$ cat config.mk
export PLATFORM = sky130hd
export DESIGN_NAME = utf8_line_editor_core
export DESIGN_NICKNAME = d
export VERILOG_FILES = /design/src/rtl/core/ule_pkg.sv /design/src/rtl/core/ule_datapath.sv /design/src/rtl/core/ule_ctrl.sv /design/src/rtl/core/utf8_line_editor_core.sv
export SDC_FILE = /design/constraint.sdc
export NUM_CORES = 1
export LEC_CHECK = 0
export ABC_AREA = 0
export BUFFER_PORTS_ARGS = -buffer_cell sky130_fd_sc_hd__buf_2
export CAP_MARGIN = 0
export CORE_ASPECT_RATIO = 0.8
export CORE_MARGIN = 2
export CORE_UTILIZATION = 45
export DETAILED_ROUTE_END_ITERATION = 8
export GPL_TIMING_DRIVEN = 0
export SLEW_MARGIN = 10
export SYNTH_ARGS = -nofsm -noshare
export SYNTH_HDL_FRONTEND = slang
export SYNTH_SLANG_ARGS = --single-unit
$ cat constraint.sdc
create_clock -name clk -period 4.2 [get_ports clk]
set_input_delay 0.42 -clock clk [delete_from_list [all_inputs] [get_ports clk]]
set_output_delay 0.42 -clock clk [all_outputs]
set_load 0.01 [all_outputs]
$ cat src/rtl/core/ule_pkg.sv
// ============================================================================
// ule_pkg: shared constants and types of the UTF-8 line editor
// Key codes, store sizing, and the command/status bundles that join the
// line editor controller and its datapath.
// ============================================================================
package ule_pkg;

	// Line store sizing
	localparam int LINE_MAX = 64;
	localparam int ADDR_W   = $clog2(LINE_MAX);
	localparam int PTR_W    = $clog2(LINE_MAX + 1);

	// Key codes
	localparam logic [8:0] KEY_EOT       = 9'd4;
	localparam logic [8:0] KEY_BS        = 9'd8;
	localparam logic [8:0] KEY_TAB       = 9'd9;
	localparam logic [8:0] KEY_LF        = 9'd10;
	localparam logic [8:0] KEY_CR        = 9'd13;
	localparam logic [8:0] KEY_SUB       = 9'd26;
	localparam logic [8:0] KEY_ESC       = 9'd27;
	localparam logic [8:0] KEY_SPACE     = 9'd32;
	localparam logic [8:0] KEY_DEL       = 9'd127;
	localparam logic [8:0] KEY_LEFT      = 9'h100;
	localparam logic [8:0] KEY_RIGHT     = 9'h101;
	localparam logic [8:0] KEY_CSI       = 9'h05b; // '['
	localparam logic [8:0] KEY_SS3       = 9'h04f; // 'O'
	localparam logic [8:0] KEY_FIN_LO    = 9'h040;
	localparam logic [8:0] KEY_FIN_HI    = 9'h07e;
	localparam logic [8:0] KEY_FIN_LEFT  = 9'h044; // 'D'
	localparam logic [8:0] KEY_FIN_RIGHT = 9'h043; // 'C'

	// UTF-8 continuation byte: 10xxxxxx
	localparam logic [7:0] CONT_MASK = 8'hc0;
	localparam logic [7:0] CONT_TAG  = 8'h80;

	// Datapath operations
	typedef enum logic [3:0] {
		DP_NOP,
		DP_LOAD_LEFT,   // ptr = cur - 1
		DP_LOAD_RIGHT,  // ptr = cur + 1
		DP_PTR_DEC,
		DP_PTR_INC,
		DP_SET_CUR,     // cur = ptr
		DP_BKSP_START,  // cur = ptr, dst = ptr, ptr = old cur
		DP_COPY,        // store[dst] = rd, ptr++, dst++
		DP_BKSP_END,    // len = dst
		DP_INS_START,   // dst = len, ptr = len - 1, latch byte
		DP_SHIFT,       // store[dst] = rd, ptr--, dst--
		DP_INS_END,     // store[dst] = byte, cur++, len++
		DP_EMIT_START,  // ptr = 0
		DP_EMIT_BYTE,   // load output with rd, ptr++, clear line on last
		DP_EMIT_EMPTY,  // load output with the empty-line beat
		DP_EMIT_END     // load output with the end-of-input beat
	} dp_op_t;

	typedef struct packed {
		dp_op_t     op;
		logic [7:0] data;
	} dp_cmd_t;

	typedef struct packed {
		logic len_zero;
		logic len_full;
		logic cur_zero;
		logic cur_at_end;
		logic ptr_zero;
		logic ptr_at_len;
		logic dst_at_cur;
		logic rd_cont;
		logic emit_last;
		logic out_free;
	} dp_stat_t;

endpackage

$ cat src/rtl/core/ule_datapath.sv
// ============================================================================
// ule_datapath: line store, length/cursor registers and result register
// Executes one command per cycle from the controller. The store is read at
// the work pointer every cycle with registered data, and written at the
// destination pointer.
// ============================================================================
module ule_datapath (
	input  logic             clk,
	input  logic             arst_n,
	input  ule_pkg::dp_cmd_t cmd,
	output ule_pkg::dp_stat_t stat,
	input  logic             out_ready,
	output logic             out_valid,
	output logic             out_kind,
	output logic [7:0]       out_byte,
	output logic             out_empty,
	output logic             out_last
);

	logic [7:0] store_q [ule_pkg::LINE_MAX];
	logic [7:0] rd_q;
	logic [7:0] byte_q;
	logic [ule_pkg::PTR_W-1:0] len_q;
	logic [ule_pkg::PTR_W-1:0] cur_q;
	logic [ule_pkg::PTR_W-1:0] ptr_q;
	logic [ule_pkg::PTR_W-1:0] dst_q;
	logic [ule_pkg::PTR_W-1:0] ptr_inc;
	logic out_valid_q;
	logic out_load;

	assign ptr_inc = ptr_q + ule_pkg::PTR_W'(1);

	// Status back to the controller
	assign stat.len_zero   = (len_q == '0);
	assign stat.len_full   = (len_q == ule_pkg::PTR_W'(ule_pkg::LINE_MAX));
	assign stat.cur_zero   = (cur_q == '0);
	assign stat.cur_at_end = (cur_q == len_q);
	assign stat.ptr_zero   = (ptr_q == '0);
	assign stat.ptr_at_len = (ptr_q == len_q);
	assign stat.dst_at_cur = (dst_q == cur_q);
	assign stat.rd_cont    = ((rd_q & ule_pkg::CONT_MASK) == ule_pkg::CONT_TAG);
	assign stat.emit_last  = (ptr_inc == len_q);
	assign stat.out_free   = !out_valid_q || out_ready;

	assign out_load = (cmd.op == ule_pkg::DP_EMIT_BYTE) ||
	                  (cmd.op == ule_pkg::DP_EMIT_EMPTY) ||
	                  (cmd.op == ule_pkg::DP_EMIT_END);

	// Line store: registered read at ptr, write at dst
	always_ff @(posedge clk) begin
		rd_q <= store_q[ptr_q[ule_pkg::ADDR_W-1:0]];
		if (cmd.op == ule_pkg::DP_COPY || cmd.op == ule_pkg::DP_SHIFT) begin
			store_q[dst_q[ule_pkg::ADDR_W-1:0]] <= rd_q;
		end else if (cmd.op == ule_pkg::DP_INS_END) begin
			store_q[dst_q[ule_pkg::ADDR_W-1:0]] <= byte_q;
		end
	end

	// Pointers and insert byte
	always_ff @(posedge clk) begin
		unique case (cmd.op)
			ule_pkg::DP_LOAD_LEFT:  ptr_q <= cur_q - ule_pkg::PTR_W'(1);
			ule_pkg::DP_LOAD_RIGHT: ptr_q <= cur_q + ule_pkg::PTR_W'(1);
			ule_pkg::DP_PTR_DEC:    ptr_q <= ptr_q - ule_pkg::PTR_W'(1);
			ule_pkg::DP_PTR_INC:    ptr_q <= ptr_inc;
			ule_pkg::DP_BKSP_START: begin
				ptr_q <= cur_q;
				dst_q <= ptr_q;
			end
			ule_pkg::DP_COPY: begin
				ptr_q <= ptr_inc;
				dst_q <= dst_q + ule_pkg::PTR_W'(1);
			end
			ule_pkg::DP_INS_START: begin
				dst_q  <= len_q;
				ptr_q  <= len_q - ule_pkg::PTR_W'(1);
				byte_q <= cmd.data;
			end
			ule_pkg::DP_SHIFT: begin
				ptr_q <= ptr_q - ule_pkg::PTR_W'(1);
				dst_q <= dst_q - ule_pkg::PTR_W'(1);
			end
			ule_pkg::DP_EMIT_START: ptr_q <= '0;
			ule_pkg::DP_EMIT_BYTE:  ptr_q <= ptr_inc;
			default: ;
		endcase
	end

	// Length and cursor
	always_ff @(posedge clk or negedge arst_n) begin
		if (!arst_n) begin
			len_q <= '0;
			cur_q <= '0;
		end else begin
			unique case (cmd.op) inside
				ule_pkg::DP_SET_CUR,
				ule_pkg::DP_BKSP_START: cur_q <= ptr_q;
				ule_pkg::DP_BKSP_END:   len_q <= dst_q;
				ule_pkg::DP_INS_END: begin
					cur_q <= cur_q + ule_pkg::PTR_W'(1);
					len_q <= len_q + ule_pkg::PTR_W'(1);
				end
				ule_pkg::DP_EMIT_BYTE: begin
					if (stat.emit_last) begin
						len_q <= '0;
						cur_q <= '0;
					end
				end
				default: ;
			endcase
		end
	end

	// Result register: valid flag
	always_ff @(posedge clk or negedge arst_n) begin
		if (!arst_n) begin
			out_valid_q <= 1'b0;
		end else if (out_load) begin
			out_valid_q <= 1'b1;
		end else if (out_ready) begin
			out_valid_q <= 1'b0;
		end
	end

	// Result register: payload
	always_ff @(posedge clk) begin
		if (out_load) begin
			out_kind  <= (cmd.op == ule_pkg::DP_EMIT_END);
			out_byte  <= (cmd.op == ule_pkg::DP_EMIT_BYTE) ? rd_q : 8'd0;
			out_empty <= (cmd.op == ule_pkg::DP_EMIT_EMPTY);
			out_last  <= (cmd.op == ule_pkg::DP_EMIT_BYTE) ? stat.emit_last : 1'b1;
		end
	end

	assign out_valid = out_valid_q;

endmodule

$ cat src/rtl/core/ule_ctrl.sv
// ============================================================================
// ule_ctrl: line editor controller
// Decodes each key, runs the escape parser and the end-of-input flag, and
// sequences the datapath through cursor scans, shifts and line output.
// ============================================================================
module ule_ctrl (
	input  logic              clk,
	input  logic              arst_n,
	input  logic              valid,
	output logic              ready,
	input  logic [8:0]        key,
	input  logic              end_of_input,
	input  ule_pkg::dp_stat_t stat,
	output ule_pkg::dp_cmd_t  cmd
);

	typedef enum logic [3:0] {
		ST_IDLE,
		ST_SCAN_RD,
		ST_SCAN_TEST,
		ST_COPY_CHK,
		ST_COPY_WR,
		ST_INS_CHK,
		ST_INS_WR,
		ST_EMIT_RD,
		ST_EMIT_OUT,
		ST_EMPTY,
		ST_END
	} state_t;

	typedef enum logic [1:0] {
		ESC_IDLE,
		ESC_SEEN,
		ESC_CSI
	} esc_t;

	typedef enum logic [1:0] {
		MODE_LEFT,
		MODE_RIGHT,
		MODE_BKSP
	} mode_t;

	typedef enum logic [1:0] {
		ACT_PASS,
		ACT_EAT,
		ACT_LEFT,
		ACT_RIGHT
	} act_t;

	state_t state_q, state_d;
	esc_t   esc_q, esc_d, esc_step;
	mode_t  mode_q, mode_d;
	logic   ended_q, ended_d;
	act_t   act;
	logic   fire;
	logic   scan_more;

	assign ready = (state_q == ST_IDLE);
	assign fire  = valid && ready;

	// Escape parser step for the key at the input
	always_comb begin
		act      = ACT_PASS;
		esc_step = esc_q;
		if (key == ule_pkg::KEY_LEFT) begin
			esc_step = ESC_IDLE;
			act      = ACT_LEFT;
		end else if (key == ule_pkg::KEY_RIGHT) begin
			esc_step = ESC_IDLE;
			act      = ACT_RIGHT;
		end else begin
			unique case (esc_q)
				ESC_IDLE: begin
					if (key == ule_pkg::KEY_ESC) begin
						esc_step = ESC_SEEN;
						act      = ACT_EAT;
					end
				end
				ESC_SEEN: begin
					act      = ACT_EAT;
					esc_step = (key == ule_pkg::KEY_CSI || key == ule_pkg::KEY_SS3) ?
					           ESC_CSI : ESC_IDLE;
				end
				ESC_CSI: begin
					act = ACT_EAT;
					if (key >= ule_pkg::KEY_FIN_LO && key <= ule_pkg::KEY_FIN_HI) begin
						esc_step = ESC_IDLE;
						if (key == ule_pkg::KEY_FIN_LEFT) begin
							act = ACT_LEFT;
						end else if (key == ule_pkg::KEY_FIN_RIGHT) begin
							act = ACT_RIGHT;
						end
					end
				end
				default: begin
					act      = ACT_EAT;
					esc_step = ESC_IDLE;
				end
			endcase
		end
	end

	// Scan continues over continuation bytes
	assign scan_more = stat.rd_cont &&
	                   ((mode_q == MODE_RIGHT) ? !stat.ptr_at_len : !stat.ptr_zero);

	// Next-state and command logic
	always_comb begin
		state_d  = state_q;
		esc_d    = esc_q;
		mode_d   = mode_q;
		ended_d  = ended_q;
		cmd.op   = ule_pkg::DP_NOP;
		cmd.data = key[7:0];
		unique case (state_q)
			ST_IDLE: begin
				if (fire && !ended_q) begin
					if (end_of_input ||
					    ((key == ule_pkg::KEY_EOT || key == ule_pkg::KEY_SUB) &&
					     stat.len_zero)) begin
						ended_d = 1'b1;
						state_d = ST_END;
					end else if (key <= ule_pkg::KEY_RIGHT) begin
						esc_d = esc_step;
						unique case (act)
							ACT_LEFT: begin
								if (!stat.cur_zero) begin
									cmd.op  = ule_pkg::DP_LOAD_LEFT;
									mode_d  = MODE_LEFT;
									state_d = ST_SCAN_RD;
								end
							end
							ACT_RIGHT: begin
								if (!stat.cur_at_end) begin
									cmd.op  = ule_pkg::DP_LOAD_RIGHT;
									mode_d  = MODE_RIGHT;
									state_d = ST_SCAN_RD;
								end
							end
							ACT_PASS: begin
								if (key == ule_pkg::KEY_LF || key == ule_pkg::KEY_CR) begin
									if (stat.len_zero) begin
										state_d = ST_EMPTY;
									end else begin
										cmd.op  = ule_pkg::DP_EMIT_START;
										state_d = ST_EMIT_RD;
									end
								end else if (key == ule_pkg::KEY_BS ||
								             key == ule_pkg::KEY_DEL) begin
									if (!stat.cur_zero) begin
										cmd.op  = ule_pkg::DP_LOAD_LEFT;
										mode_d  = MODE_BKSP;
										state_d = ST_SCAN_RD;
									end
								end else if (key == ule_pkg::KEY_TAB ||
								             key >= ule_pkg::KEY_SPACE) begin
									if (!stat.len_full) begin
										cmd.op  = ule_pkg::DP_INS_START;
										state_d = ST_INS_CHK;
									end
								end
							end
							default: ;
						endcase
					end
				end
			end
			ST_SCAN_RD: state_d = ST_SCAN_TEST;
			ST_SCAN_TEST: begin
				if (scan_more) begin
					cmd.op  = (mode_q == MODE_RIGHT) ? ule_pkg::DP_PTR_INC : ule_pkg::DP_PTR_DEC;
					state_d = ST_SCAN_RD;
				end else if (mode_q == MODE_BKSP) begin
					cmd.op  = ule_pkg::DP_BKSP_START;
					state_d = ST_COPY_CHK;
				end else begin
					cmd.op  = ule_pkg::DP_SET_CUR;
					state_d = ST_IDLE;
				end
			end
			ST_COPY_CHK: begin
				if (stat.ptr_at_len) begin
					cmd.op  = ule_pkg::DP_BKSP_END;
					state_d = ST_IDLE;
				end else begin
					state_d = ST_COPY_WR;
				end
			end
			ST_COPY_WR: begin
				cmd.op  = ule_pkg::DP_COPY;
				state_d = ST_COPY_CHK;
			end
			ST_INS_CHK: begin
				if (stat.dst_at_cur) begin
					cmd.op  = ule_pkg::DP_INS_END;
					state_d = ST_IDLE;
				end else begin
					state_d = ST_INS_WR;
				end
			end
			ST_INS_WR: begin
				cmd.op  = ule_pkg::DP_SHIFT;
				state_d = ST_INS_CHK;
			end
			ST_EMIT_RD: state_d = ST_EMIT_OUT;
			ST_EMIT_OUT: begin
				if (stat.out_free) begin
					cmd.op  = ule_pkg::DP_EMIT_BYTE;
					state_d = stat.emit_last ? ST_IDLE : ST_EMIT_RD;
				end
			end
			ST_EMPTY: begin
				if (stat.out_free) begin
					cmd.op  = ule_pkg::DP_EMIT_EMPTY;
					state_d = ST_IDLE;
				end
			end
			ST_END: begin
				if (stat.out_free) begin
					cmd.op  = ule_pkg::DP_EMIT_END;
					state_d = ST_IDLE;
				end
			end
			default: state_d = ST_IDLE;
		endcase
	end

	// State registers
	always_ff @(posedge clk or negedge arst_n) begin
		if (!arst_n) begin
			state_q <= ST_IDLE;
			esc_q   <= ESC_IDLE;
			mode_q  <= MODE_LEFT;
			ended_q <= 1'b0;
		end else begin
			state_q <= state_d;
			esc_q   <= esc_d;
			mode_q  <= mode_d;
			ended_q <= ended_d;
		end
	end

endmodule

$ cat src/rtl/core/utf8_line_editor_core.sv
// ============================================================================
// utf8_line_editor_core: UTF-8 line editor with ANSI arrow keys
// Work per key: a key that only moves the escape parser is handled in idle;
// cursor moves read and test each byte scanned, insert and backspace check
// and move each tail byte, enter reads and outputs each line byte, each byte
// waiting for the registered store read. Output waits while the result
// register is not free; one key in work at a time.
// Reset: arst_n clears length, cursor, escape state and the end flag at once.
// ============================================================================
module utf8_line_editor_core (
	input  logic        clk,
	input  logic        arst_n,
	input  logic        s_axis_tvalid,
	output logic        s_axis_tready,
	input  logic [15:0] s_axis_tdata,  // [8:0] key, [15:9] zero
	input  logic        s_axis_tuser,  // [0] end_of_input
	output logic        m_axis_tvalid,
	input  logic        m_axis_tready,
	output logic [15:0] m_axis_tdata,  // [7:0] line_byte, [8] line_empty, [15:9] zero
	output logic        m_axis_tuser,  // [0] kind
	output logic        m_axis_tlast
);

	ule_pkg::dp_cmd_t  cmd;
	ule_pkg::dp_stat_t stat;
	logic [7:0]        out_byte;
	logic              out_empty;

	ule_ctrl u_ctrl (
		.clk          (clk),
		.arst_n       (arst_n),
		.valid        (s_axis_tvalid),
		.ready        (s_axis_tready),
		.key          (s_axis_tdata[8:0]),
		.end_of_input (s_axis_tuser),
		.stat         (stat),
		.cmd          (cmd)
	);

	ule_datapath u_dp (
		.clk       (clk),
		.arst_n    (arst_n),
		.cmd       (cmd),
		.stat      (stat),
		.out_ready (m_axis_tready),
		.out_valid (m_axis_tvalid),
		.out_kind  (m_axis_tuser),
		.out_byte  (out_byte),
		.out_empty (out_empty),
		.out_last  (m_axis_tlast)
	);

	assign m_axis_tdata = {7'd0, out_empty, out_byte};

	// The result register is loaded only when it is free
	a_load_when_free: assert property (@(posedge clk) disable iff (!arst_n)
		(cmd.op == ule_pkg::DP_EMIT_BYTE || cmd.op == ule_pkg::DP_EMIT_EMPTY ||
		 cmd.op == ule_pkg::DP_EMIT_END) |-> stat.out_free)
		else $error("result register overwritten");

	// Nothing follows the end-of-input beat
	a_end_is_final: assert property (@(posedge clk) disable iff (!arst_n)
		(m_axis_tvalid && m_axis_tready && m_axis_tuser) |=> !m_axis_tvalid)
		else $error("beat after end of input");

	// Only line bytes of a non-empty line can be non-final
	a_nonlast_is_byte: assert property (@(posedge clk) disable iff (!arst_n)
		(m_axis_tvalid && !m_axis_tlast) |-> (!m_axis_tuser && !m_axis_tdata[8]))
		else $error("non-final beat that is not a line byte");

endmodule
## Yosys cells after proc, flatten, opt, wreduce, memory -nomap -nowiden

Memories as Yosys holds them, arrays and structs flattened. A register that Yosys moved wholly into a read port is not among the register bits.
Index checks and enable logic that the tools add are counted.

| word-level totals | value |
|---|---|
| bits in writable memories | 512 |
| input port bits | 21 |
| memories kept | 1 |
| register bits | 57 |
| bits in read-only memories | 0 |
| latch bits | 0 |

Memories:

| memory | depth | width | read ports | clocked after memory_dff | write ports | line | RTL |
|---|---|---|---|---|---|---|---|
| u_dp.store_q | 64 | 8 | 1 | 1 | 1 | ule_datapath.sv:20 | `logic [7:0] store_q [ule_pkg::LINE_MAX];` |

| cells by class | value |
|---|---|
| reduce and logical (&&, ||, !) cells | 41 |
| shift operators | 0 |
| equal/unequal tests | 67 |
| div/mod/pow operators | 0 |
| $mul | 0 |
| magnitude comparators | 4 |
| muxes and demuxes | 72 |
| bitwise operators | 2 |
| $add $sub $neg | 8 |

Operator list:

| kind | number |
|---|---|
| $mux W4 | 27 |
| $pmux W7 S7 | 1 |
| $eq A9 B7 Y1 const B | 5 |
| $eq A4 B4 Y1 const B | 11 |
| $pmux W7 S3 | 2 |
| $pmux W4 S10 | 1 |
| $eq A9 B4 Y1 const B | 4 |
| $mux W2 | 18 |
| $pmux W4 S9 | 1 |
| $eq A4 B3 Y1 const B | 8 |
| $add A7 B1 Y7 const B | 4 |
| $eq A7 B7 Y1 | 4 |
| $pmux W7 S4 | 1 |
| $sub A7 B1 Y7 const B | 4 |
| $pmux W4 S3 | 2 |
| $logic_not A7 Y1 | 3 |
| $eq A9 B5 Y1 const B | 2 |
| $eq A9 B9 Y1 const B | 2 |
| $eq A4 B2 Y1 const B | 4 |
| $ne A2 B2 Y1 const B | 7 |
| $mux W3 | 4 |
| $ne A6 B6 Y1 const B | 2 |
| $pmux W2 S3 | 2 |
| $eq A2 B2 Y1 const B | 5 |
| 35 further kinds | 70 |

## Longest topological paths before layout

| depth | value |
|---|---|
| depth after elaboration | 18 |
| gate-level depth with buffers | 24 |
| gate-level depth less buffers | 23 |

## Modules after synthesis

A second synthesis with hierarchy kept.

| second synthesis, totals | value |
|---|---|
| cells, all modules | 1532 |
| area total of the unflattened synthesis | 25244.2 um^2 |

Modules (own cells, without submodules):

| module | seq. area each (um^2) | instances | area an instance (um^2) | cells an instance |
|---|---|---|---|---|
| ule_datapath | 16901.2 | 1 | 23751.5 | 1326 |
| ule_ctrl | 225.2 | 1 | 1428.9 | 197 |
| utf8_line_editor_core | 0.0 | 1 | 63.8 | 9 |

## Worst setup path before layout

OpenSTA, ideal clock, no wires.

| timing path | value |
|---|---|
| path type | input to register |
| start point | input port s_axis_tdata[5] |
| end point | memory u_dp.store_q[0][0], data pin |
| data required time | 3844 ps |
| path slack | -392 ps |
| stages on the path | 15 |
| arrival | 4237 ps |
| cell sequence | buf_6 or4_4 o21ai_0 nor2_1 nor2_1 ha_1 nor2_1 and4_2 a31oi_1 and2_1 or2b_2 nor2_1 clkbuf_1 nand2_1 nand2_1 |

| between the ends | value |
|---|---|
| cells in the longest elaborated chain, start to end | 18 |
| elaborated cells between the ends (all ways) | 49 |
| those cells by class | order compare: 4; eq/ne: 17; mux: 19; reduce/logical: 9 |

RTL lines:

| item | line | RTL |
|---|---|---|
| start, declared | utf8_line_editor_core.sv:15 | `input logic [15:0] s_axis_tdata,` |
| parallel branches: the longest is 10 deep, another holds $ge A9 B7 Y1 | - |  |
| $mux W4 * | ule_ctrl.sv:118 | `if (end_of_input \|\|` |
| $mux W4 * | ule_ctrl.sv:117 | `if (fire && !ended_q) begin` |
| $pmux W4 S9 * | ule_ctrl.sv:115 | `unique case (state_q)` |
| $eq A4 B4 Y1, or another cell as far along | ule_datapath.sv:54 | `end else if (cmd.op == ule_pkg::DP_INS_END) begin` |
| $mux W1 / $logic_or A1 B1 Y1 (equally long branches) | ule_datapath.sv:54, ule_datapath.sv:52 |  |
| $mux W1 * | ule_datapath.sv:52 | `if (cmd.op == ule_pkg::DP_COPY \|\| cmd.op == ule_pkg::DP_SHIFT) begin` |
| $mux W1 (implied by the code) * | ule_datapath.sv:55 | `store_q[dst_q[ule_pkg::ADDR_W-1:0]] <= byte_q;` |
| $mux W8 (no line) * | - |  |
| end, declared | ule_datapath.sv:20 |  |

Mark *: on every way between the ends.

## Worst setup path after layout

| timing path | value |
|---|---|
| start point | register u_ctrl.state_q[2] |
| end point | memory u_dp.store_q[32][7] (enable) |

| between the ends | value |
|---|---|
| cells in the longest elaborated chain, start to end | 10 |
| elaborated cells between the ends (all ways) | 23 |
| those cells by class | eq/ne: 11; mux: 7; bitwise: 1; reduce/logical: 4 |

RTL lines:

| item | line | RTL |
|---|---|---|
| start, declared | ule_ctrl.sv:50 | `state_t state_q, state_d;` |
| start signal, assigned | ule_ctrl.sv:236 | `state_q <= state_d;` |
| $logic_not A4 Y1 | ule_ctrl.sv:58, ule_ctrl.sv:115 |  |
| $logic_and A1 B1 Y1 | ule_ctrl.sv:59 | `assign fire = valid && ready;` |
| $logic_and A1 B1 Y1 | ule_ctrl.sv:117 |  |
| $mux W4 | ule_ctrl.sv:117 |  |
| $pmux W4 S9 * | ule_ctrl.sv:115 |  |
| $eq A4 B4 Y1, or another cell as far along | ule_datapath.sv:54 |  |
| $mux W1 / $logic_or A1 B1 Y1 (equally long branches) | ule_datapath.sv:54, ule_datapath.sv:52 |  |
| $mux W1 | ule_datapath.sv:52 |  |
| $mux W1 (on tied branches) | ule_datapath.sv:55, ule_datapath.sv:53 |  |
| $or A1 B1 Y1 (no line) * | - |  |

Mark *: on every way between the ends. The rest lies on a longest branch, timed or not.

==> reports/results.tsv <==
stage	metric	value	unit
drt	drtAntennaViolNets	0	
global_routing	grt_max_degree	65	
setup_path	crit_arrival	4.35	ns
timing	finalSetupViolCount	0	
final_layout	stdcell_area	0.02938	sq mm
setup_path	worstSetupStartpoint	u_ctrl.state_q[2]$_DFFE_PN0P_	
synth	synthCells	1421	
power	power_density	748.8	mW/mm^2
min_path	hold_path_startpoint	s_axis_tdata[1]	
setup_path	reg2reg_to	u_dp.store_q[32][7]$_DFFE_PP_	
placed_design	hpwl	39.98	mm
synth	ys_ff_latch	577	
placed_design	placed_area	0.02622	sq mm
power	p_leak	0.009296	uW
min_path	worstHoldEndpoint	u_dp.byte_q[1]$_DFFE_PN_	
floorplanning	start_util	0.4544	
global_routing	grt_usage	0.2290	
timing	min_period_over_period	0.9709	
setup_path	critPathKind	flip-flop to flip-flop	
drt	first_pass_iters	5	
synth	synthesis.area	0.02509	sq mm
drt	first_iter_violations	1920	
drt	drc	0	
min_path	hold_path_depth	1	
setup_path	crit_chain	clkbuf_1 > inv_1 > or4_2 > a21oi_4 > a211o_1 > buf_6 > buf_4 > buf_4 > nand3_2 > a21oi_4 > nand3b_1 > buf_4 > buf_4 > nor2_4	
drt	wirelength	65.42	mm
min_path	hold_class	input port to flip-flop	
synth	ys_seq_area_frac	0.6827	
setup_path	cpLargestDelayFamily	buffers and inverters	
final_layout	final_nets	1600	
floorplanning	rows	77	
clock_network	cts_tree	yes	
setup_path	r2r_start	u_ctrl.state_q[2]$_DFFE_PN0P_	
synth	yosysTopAreaCell	edfxtp_1	
clock_network	cts.sinks	577	
synth	ys_top_cells_by_area	edfxtp_1 (65%), mux4_2 (15%), dfrtp_1 (2.4%), nor2_1 (1.8%), xnor2_1 (1.0%)	
synth	yosys_most_used_dff	edfxtp_1	
synth	synth_edf_count	545	
drt	num_vias	14340	
global_routing	antenna_found_initial	1	
floorplanning	coreArea	0.05520	sq mm
timing	worst_pin_slew	1.355	ns
global_routing	grt_pass1_wl	94.80	mm
drt	via_per_inst	6.090	
global_routing	grt_pass1_vias	13660	
placed_design	port_buffers	26	
setup_path	critical_path_buf_inv_count	7	
setup_path	cpMaxStageDelayCell	or4_2	
synth	syn-mean-instance-area	17.65	sq um
timing	rsz0062_at_grt	true	
clock_network	numCtsBuffers	54	
floorplanning	die_h	215.2	um
clock_network	cts_root_buf	clkbuf_16	
setup_path	worstPathMaxFanout	10	
setup_path	crit_path_start_kind	flip-flop	
drt	avgRoutedWirePerCell	27.78	um
floorplanning	die_area	0.05766	sq mm
timing	max-slew-margin-rel	0.09381	
setup_path	r2r_setup_slack	0.12	ns
timing	slew_viol_final	0	
setup_path	slowest_delay	0.76	ns
setup_path	r2r.worst_path.cells	14	
setup_path	endpoint_kind	flip-flop	
floorplanning	pin_count	41	
floorplanning	die_w	268.0	um
setup_path	worstPathRequired	4.47	ns
final_layout	drive_gt1_frac	0.3335	
job	maxCapViolCount	0	
clock_network	cts_buffer_depth	3	
status	status	finished, final reports clean	
final_layout	fin_util	0.5322	
timing	hold_violations	0	
power	irDropWorstVdd	0.3979	mV
clock_network	clk_latency	0.62	ns
synth	yosysUniqueCellTypes	95	
clock_network	htree_levels	2	
timing	max_freq	0.2452	GHz
synth	synthArstFlopShare	0.04159	
timing	min_period	4.078	ns
final_layout	area_delta_synth_final	17.11	%
setup_path	cpMostUsedCell	buf_4	
clock_network	path_clk_slew	0.07	ns
synth	yosysWarnings	0	
synth	synth_top_area_frac	0.6524	
placed_design	gp_congestion	0.8907	
global_routing	grt.overflow.total	0	
timing	fin_skew	0.02661	ns
==> cell families after synthesis <==
kind of cell / count (synthesis) / synth area share
XOR/XNOR: 45 / 0.01571
other: 1 / 0.0001495
multiplexers: 174 / 0.1534
AND/OR/NAND/NOR: 328 / 0.06579
flip-flops: 577 / 0.6827
buffers and inverters: 118 / 0.02484
adder cells (fa/ha/maj): 19 / 0.009676
AO/OA/AOI/OAI: 159 / 0.04778
==> report_power, final <==
group	internal [uW]	switching [uW]	total, uW
Clock	2700	2150	4850
Combinational	3510	5750	9270
Sequential	7620	271	7890
==> placed cells by master, fill, tap and decap left out, drive strengths merged, types with 8 or more instances in the layout <==
master	synthesis	routed
a31oi	9	9
a22o	10	10
o21ai	28	28
clkinv	0	19
a21o	9	9
edfxtp	545	545
and2	12	12
nor4	13	13
a21oi	30	30
xor2	16	16
nor2b	8	8
nor2	124	124
nand3	20	20
buf	33	111
nand4	12	12
a211oi	8	8
inv	18	20
dfrtp	24	24
nand2	65	71
dfxtp	8	8
ha	17	17
and3	10	10
mux4	168	168
nor3	14	14
nand3b	10	10
xnor2	29	29
nand2b	13	13
clkbuf	67	132
==> routing by layer <==
metal  routed length [um]  track usage  up-vias
li1                     -            -     6029
met1                29650       0.3589     7661
met2                29400       0.3361      573
met3                 5307      0.04297       80
met4                 1062      0.04600        0
met5                    0            0        -
==> state kept, by name, indices dropped and copies added (netlist names), 4 cells and up <==
register	count
u_dp.rd_q	8
u_ctrl.state_q	4
u_dp.dst_q	7
u_dp.ptr_q	7
u_dp.cur_q	7
u_dp.store_q	512
u_dp.len_q	7
u_dp.byte_q	8
u_dp.out_byte	8
==> per-stage QoR <==
stage,total power [uW],instances,hold slack (ns),setup WS [ns],TNS (ns)
CTS,21660,2333,0.01455,0.007255,0
detailed placement,16260,2203,0.4536,-1.608,-1514.65
global route,22840,2354,0.04483,-0.1382,-3.270
finish,22000,2355,0.05010,0.1224,0
floorplan,13410,1427,0.1244,0.001993,0
global placement,16130,2203,0.4468,-1.479,-1436.01
==> area by class of cell <==
cell class	count	area, sq um
diodes	1	2.502
multi-input cells	738	8382
clock inverters	27	292.8
well taps	750	938.4
flip-flops and latches	577	17130
inverters	18	67.56
repair buffers	79	593.1
clock buffers	72	1419
plain buffers	93	555.5
fillers	4354	25820
==> how the worst max path moves through the flow <==
stage / cells after the start / end
6_report: 14 / u_dp.store_q[32][7]$_DFFE_PP_
5_1_grt: 16 / u_dp.ptr_q[6]$_DFFE_PP_
4_1_cts: 16 / u_dp.ptr_q[6]$_DFFE_PP_
3_5_place_dp: 16 / u_dp.store_q[11][7]$_DFFE_PP_
3_3_place_gp: 17 / u_dp.store_q[8][5]$_DFFE_PP_
2_1_floorplan: 20 / u_dp.ptr_q[6]$_DFFE_PP_
==> synth_stat cells (all sizes together) (4+ instances only) <==
cell    instances
nand4b          4
xor2           16
and3           10
a22o           10
buf            33
dfxtp           8
a21oi          30
a31oi           9
nand3b         10
o211ai          6
nand3          20
inv            18
nor3           14
xnor2          29
nand2          65
a32oi           4
o21ai          28
clkbuf         67
a221o           7
a21o            9
ha             17
a211oi          8
nor2          124
and2           12
o31ai           6
a221oi          5
or3b            4
nor4           13
nand2b         13
nor2b           8
edfxtp        545
nand4          12
o22a            6
mux4          168
dfrtp          24
==> repair_timing <==
item                       4_1_cts  5_1_grt
cloned                           6        0
setup buffers                   26       26
setup endpoints to repair     1060     1055
hold buffers                     1        0
resized for setup              183       57
hold endpoints to repair        24        0
pin swaps                       16       26
No activity file was read; power rests on OpenSTA's default activity.
